===== config.mk =====
export PLATFORM = sky130hd
export DESIGN_NAME = imra_ram
export DESIGN_NICKNAME = d
export VERILOG_FILES = /design/src/imra_ram.sv
export SDC_FILE = /design/constraint.sdc
export NUM_CORES = 1
export LEC_CHECK = 0
export BUFFER_PORTS_ARGS = -buffer_cell sky130_fd_sc_hd__clkbuf_2
export CORE_MARGIN = 10
export CORE_UTILIZATION = 55
export DETAILED_ROUTE_END_ITERATION = 10
export PLACE_DENSITY = 0.72
export SYNTH_ARGS = -nofsm -noshare
export SYNTH_HDL_FRONTEND = slang
export SYNTH_SLANG_ARGS = --single-unit

===== constraint.sdc =====
create_clock -name clk -period 2.8 [get_ports clk]
set_input_delay 0.56 -clock clk [delete_from_list [all_inputs] [get_ports clk]]
set_output_delay 0.56 -clock clk [all_outputs]
set_load 0.005 [all_outputs]

===== src/imra_ram.sv =====
`timescale 1ns / 1ps
`default_nettype none
// ----------------------------------------------------------------------------
// imra_ram: generic single-port-write, single-read synchronous ram
// One write and one registered read per cycle.
// ----------------------------------------------------------------------------
module imra_ram #(
	parameter int WIDTH = 8,
	parameter int DEPTH = 64
) (
	input  wire logic                     clk,
	input  wire logic                     we,
	input  wire logic [$clog2(DEPTH)-1:0] waddr,
	input  wire logic [WIDTH-1:0]         wdata,
	input  wire logic [$clog2(DEPTH)-1:0] raddr,
	output logic      [WIDTH-1:0]         rdata
);

	logic [WIDTH-1:0] mem [DEPTH];

	// write port and registered read
	always_ff @(posedge clk) begin
		if (we) begin
			mem[waddr] <= wdata;
		end
		rdata <= mem[raddr];
	end

endmodule
`default_nettype wire


==> results.cfg, run 1 <==
[die]
io_pins = 30
start_util_pct = 55.4
die_h_microns = 211
die_area_sq_mm = 0.0447
die_x_microns = 211
core_sq_mm = 0.0364
num_rows = 70

[setup_path]
cpLargestDelayFamily = multiplexers
crit_path_max_fanout = 25
cp.required_ns = 3.26
critPathBufInv = 2
cp_num_cells = 7
critical_path_class = in -> reg
end_kind = flop
slowest_stage = mux4_2
slowest_delay_ns = 0.54
worstPathCellList = clkbuf_8 > buf_12 > mux4_2 > mux2_2 > o221a_2 > nor3_1 > o32ai_1
arrival_ns = 2.60
worstSetupStartpointType = input port
ff2ff_path_depth = 5

[layout]
fill_cells = 2396
drive_above_1_share_pct = 32.3
fin_nets = 1114
diodes = 0
final_common_cell = edfxtp_1
fin_cells = 1599
area_growth_pct = 15.2
fin_area_sq_mm = 0.0232
final_cell_mix = edfxtp_1, mux4_2, buf_4

[timing]
rsz0062_at_grt = no
finalCritPeriodShare_pct = 76.5
final-hold-violation-count = 0
final_max_slew_viol_count = 0
fmax_mhz = 467
worst_pin_slew_ns = 1.12
fin_setup_tns_ns = 0
hold_slack_ns = 0.454
slew-limit-headroom_pct = 25.3
min_period_ns = 2.14
finClkSkew_ns = 0.00877
finalSetupViolCount = 0

[detailed_routing]
drtAntennaViolNets = 0
dr.pass1.iters = 5
routed_via_density = 6.19
wl_microns = 44500
routedWlPerCell_microns = 27.8
num_vias = 9896
drc = 0
drt-initial-drc-count = 1080

[logic_synthesis]
yosys.area_share.simple_pct = 3.39
synthAdderAreaFrac_pct = 0
synth_flop_cell = edfxtp_1
syn_inst = 940
avgSynthCellArea_sq_um = 21.5
async_flop_share_pct = 0
syn_area_sq_mm = 0.0202
synthMuxAreaShare_pct = 15.9
synth_top_family_by_area = multiplexers
synth_warnings = 0
syn-num-nets = 962
synth-edff-count = 512
yosysUniqueCellTypes = 40
synth_compound_area_share_pct = 2.07
ys_seq_elements = 520
ys_seq_area_share_pct = 77.0
synth_xor_area_share_pct = 0

[min_path]
worst_hold_path_type = in -> reg
holdPathStages = 2

[global_route]
grt_max_degree = 65
overflow = 0
grt_usage_pct = 20.4
grt_pass1_vias = 10100
antenna_found_initial = 4
grt_pass1_wl_microns = 66300

[power]
leakage_uw = 0.00753
switching_share_pct = 20.4
seqPwrFrac_pct = 53.5
ir_worst_vdd_uv = 511
p_clk_share_pct = 41.4
power.internal_uw = 12900
p_comb_share_pct = 5.1
switchingPower_uw = 3300
power.density_mw_per_mm2 = 696

[run_status]
status = completed

[placement]
port_buffers = 29
place.gp.congestion = 0.843
dpl-instance-area_sq_mm = 0.0216
place_inst = 1507
place_hpwl_microns = 28300

[clocking]
numCtsBuffers = 51
clk_path_buf_depth = 3
clock-sinks = 520
clk_pin_slew_ns = 0.06
cts_tree = yes
cts_setup_buffers = 0
cts_root_buf = clkbuf_16
clock_latency_ns = 0.58
cts_resized = 0
htreeDepth = 2
holdBufCountCts = 0

[run]
cap_violations = 0
## logic make-up (layout without fill, tap and decap cells)
group                  after synthesis  after routing
AOI/OAI and AO/OA                   54             54
buffers and inverters               51            242
DFF                                520            520
muxes                              162            162
and+or+nand+nor                    153            153
## stage by stage
| stage | util [%] | setup WS, ns | total power [uW] |
|---|---|---|---|
| after floorplan | - | 0.572 | 9250 |
| after global placement | 59.2 | 0.0867 | 9620 |
| after detailed placement | 59.2 | 0.0688 | 9640 |
| after CTS | 63.7 | 0.674 | 16300 |
| after global routing | 63.7 | 0.628 | 16600 |
| final | 63.7 | 0.657 | 16200 |
## cells in the mapped netlist, types with 6 or more instances
library cell	instances	area (sq um)
a221oi_1	6	52.6
buf_2	11	55.1
buf_4	13	97.6
clkbuf_1	17	63.8
dfxtp_1	8	160
edfxtp_1	512	15400
mux2_2	13	146
mux2i_1	23	230
mux4_2	126	2840
nand2_1	19	71.3
nand2b_1	7	43.8
nand3_1	13	65.1
nor2_1	83	312
nor2b_1	14	87.6
nor3_1	7	35.0
o221ai_1	8	70.1
o22ai_1	8	50.1
## metal layers
metal | share of wire, % | track usage (%) | vias up
li1 | - | - | 4224
met1 | 41 | 27.7 | 5141
met2 | 48 | 32.1 | 434
met3 | 8.7 | 5.10 | 89
met4 | 2.6 | 6.35 | 8
met5 | 0.15 | 0 | -
## power groups by stage
| stage | Sequential [uW] | Clock (uW) | Combinational (uW) |
|---|---|---|---|
| after floorplan | 8790 | 0 | 459 |
| after global placement | 8810 | 0 | 806 |
| after detailed placement | 8810 | 0 | 822 |
| after CTS | 8650 | 6780 | 826 |
| after global routing | 8650 | 7100 | 877 |
| final | 8650 | 6690 | 819 |
## worst paths after layout
kind	from	endpoint	slack [ns]
min reg2reg	mem[26][6]$_DFFE_PP_	rdata[6]$_DFF_P_	0.84
min	waddr[1]	mem[48][7]$_DFFE_PP_	0.45
max reg2reg	mem[29][6]$_DFFE_PP_	rdata[6]$_DFF_P_	0.73
max	raddr[0]	rdata[6]$_DFF_P_	0.66
## flip-flops by register name, indices dropped and copies added (netlist names)
register / count
mem: 512
rdata: 8
## cell type report
type                       count  area (sq um)  area share (%)
sequential                   520         15500            66.9
tap                          468           586            2.52
timing repair buffer         150          1140            4.92
clock buffer                  65          1410            6.08
clock inverter                27           236            1.02
multi-input combinational    369          4320            18.6
Note: power is estimated with default switching activity, not from simulation.
==> run 2, diff against run 1 <==
==> constraint.sdc (replaced) <==
create_clock -name clk -period 2.23 [get_ports clk]
set_input_delay 0.446 -clock clk [delete_from_list [all_inputs] [get_ports clk]]
set_output_delay 0.446 -clock clk [all_outputs]
set_load 0.005 [all_outputs]
==> run 2 against run 1 <==
  * Critical path depth shrank 2
  * Hold slack got worse by 0.10 ns
  * Critical endpoint is now rdata[4]$_DFF_P_
  * Non-clock buffer count grew 38
  * First-iteration DRC count increased by 12%
  * Wire length increased by 0.56%
==> results.cfg, run 2 (synthesis gave the netlist of run 1 again) <==
[timing]
final-hold-violation-count = 0
finalSetupViolCount = 0
slew-limit-headroom_pct = 52.7
finalCritPeriodShare_pct = 92.7
fmax_mhz = 484
min_period_ns = 2.07
final_max_slew_viol_count = 0
rsz0062_at_grt = no
worst_pin_slew_ns = 0.710
finClkSkew_ns = 0.0209

[die]
num_rows = 70
core_sq_mm = 0.0364
die_area_sq_mm = 0.0447
die_h_microns = 211
start_util_pct = 55.4
io_pins = 30
die_x_microns = 211

[clocking]
cts_resized = 0
cts_tree = yes
numCtsBuffers = 51
cts_setup_buffers = 0
clk_path_buf_depth = 3
clock_latency_ns = 0.57
clk_pin_slew_ns = 0.06
clock-sinks = 520
htreeDepth = 2
cts_root_buf = clkbuf_16
holdBufCountCts = 0

[detailed_routing]
dr.pass1.iters = 5
drt-initial-drc-count = 1209
drtAntennaViolNets = 0
num_vias = 10100
wl_microns = 44700
routed_via_density = 6.20
drc = 0
routedWlPerCell_microns = 27.4

[global_route]
grt_pass1_wl_microns = 67500
antenna_found_initial = 3
overflow = 0
grt_usage_pct = 20.5
grt_pass1_vias = 10400
grt_max_degree = 65

[power]
ir_worst_vdd_uv = 517
power.density_mw_per_mm2 = 842
total_power_uw = 19800
leakage_uw = 0.00769

[placement]
place.gp.congestion = 0.821
port_buffers = 29
dpl-instance-area_sq_mm = 0.0220
place_inst = 1545
place_hpwl_microns = 28500

[setup_path]
cp.required_ns = 2.66
crit_path_max_fanout = 1
slowest_stage = mux4_2
slowest_delay_ns = 0.47
critical_path_class = reg -> reg
worstSetupStartpointType = flop
end_kind = flop
arrival_ns = 2.50
cpLargestDelayFamily = multiplexers
critPathBufInv = 0
worstPathCellList = mux4_2 > mux2_2 > o221a_2 > nor3_1 > o32ai_1

[layout]
final_common_cell = edfxtp_1
drive_above_1_share_pct = 33.6
reg_top3 = mem (512), rdata (8)
area_growth_pct = 16.5
top_register = mem
largest_register_ff_count = 512
fin_area_sq_mm = 0.0235
final_util_pct = 64.5
fin_nets = 1152
fin_cells = 1632
diodes = 0
final_cell_mix = edfxtp_1, buf_4, mux4_2

[run_status]
status = completed

[min_path]
worst_hold_path_type = in -> reg

[run]
cap_violations = 0
run 2: cell types whose count changed in the layout (fill, tap and decap cells not counted), sizes merged:
cell      before  now
clkbuf        92   97
clkinv        19   16
bufinv         4    1
clkinvlp       4    0
buf          123  161
run 2: worst paths after layout:
kind	start	to	slack (ns)	depth (start not counted)
worst max-delay path	mem[24][4]$_DFFE_PP_	rdata[4]$_DFF_P_	0.16	5
worst min-delay path	wdata[4]	mem[60][4]$_DFFE_PP_	0.35	2
worst max register to register	mem[24][4]$_DFFE_PP_	rdata[4]$_DFF_P_	0.16	5
worst min register to register	mem[26][4]$_DFFE_PP_	rdata[4]$_DFF_P_	0.85	3
run 2: area by class of cell:
type	instances	area, sq um
Sequential cell	520	15500
Tap cell	468	586
Timing Repair Buffer	188	1550
Multi-Input combinational cell	369	4320
Clock buffer	70	1390
Fill cell	2403	12900
Clock inverter	17	108
run 2: per-layer routing:
metal / track usage (%) / routed length (microns)
met5: 0 / 41
met4: 7.02 / 1380
met3: 3.18 / 3540
met2: 32.4 / 21600
met1: 29.0 / 18100
run 2: where the power goes:
group          total [uW]  internal, uW  switching [uW]
logic                1120           485             632
clock network        7810          4440            3370
registers           10900         10800            41.5
run 2: stage by stage:
step	TNS, ns	setup slack (ns)	hold slack (ns)
global placement	-1.78	-0.344	0.781
finish	0	0.162	0.353
detailed placement	-2.00	-0.380	0.821
global route	0	0.112	0.369
floorplan	0	0.116	0.545
CTS	0	0.146	0.365
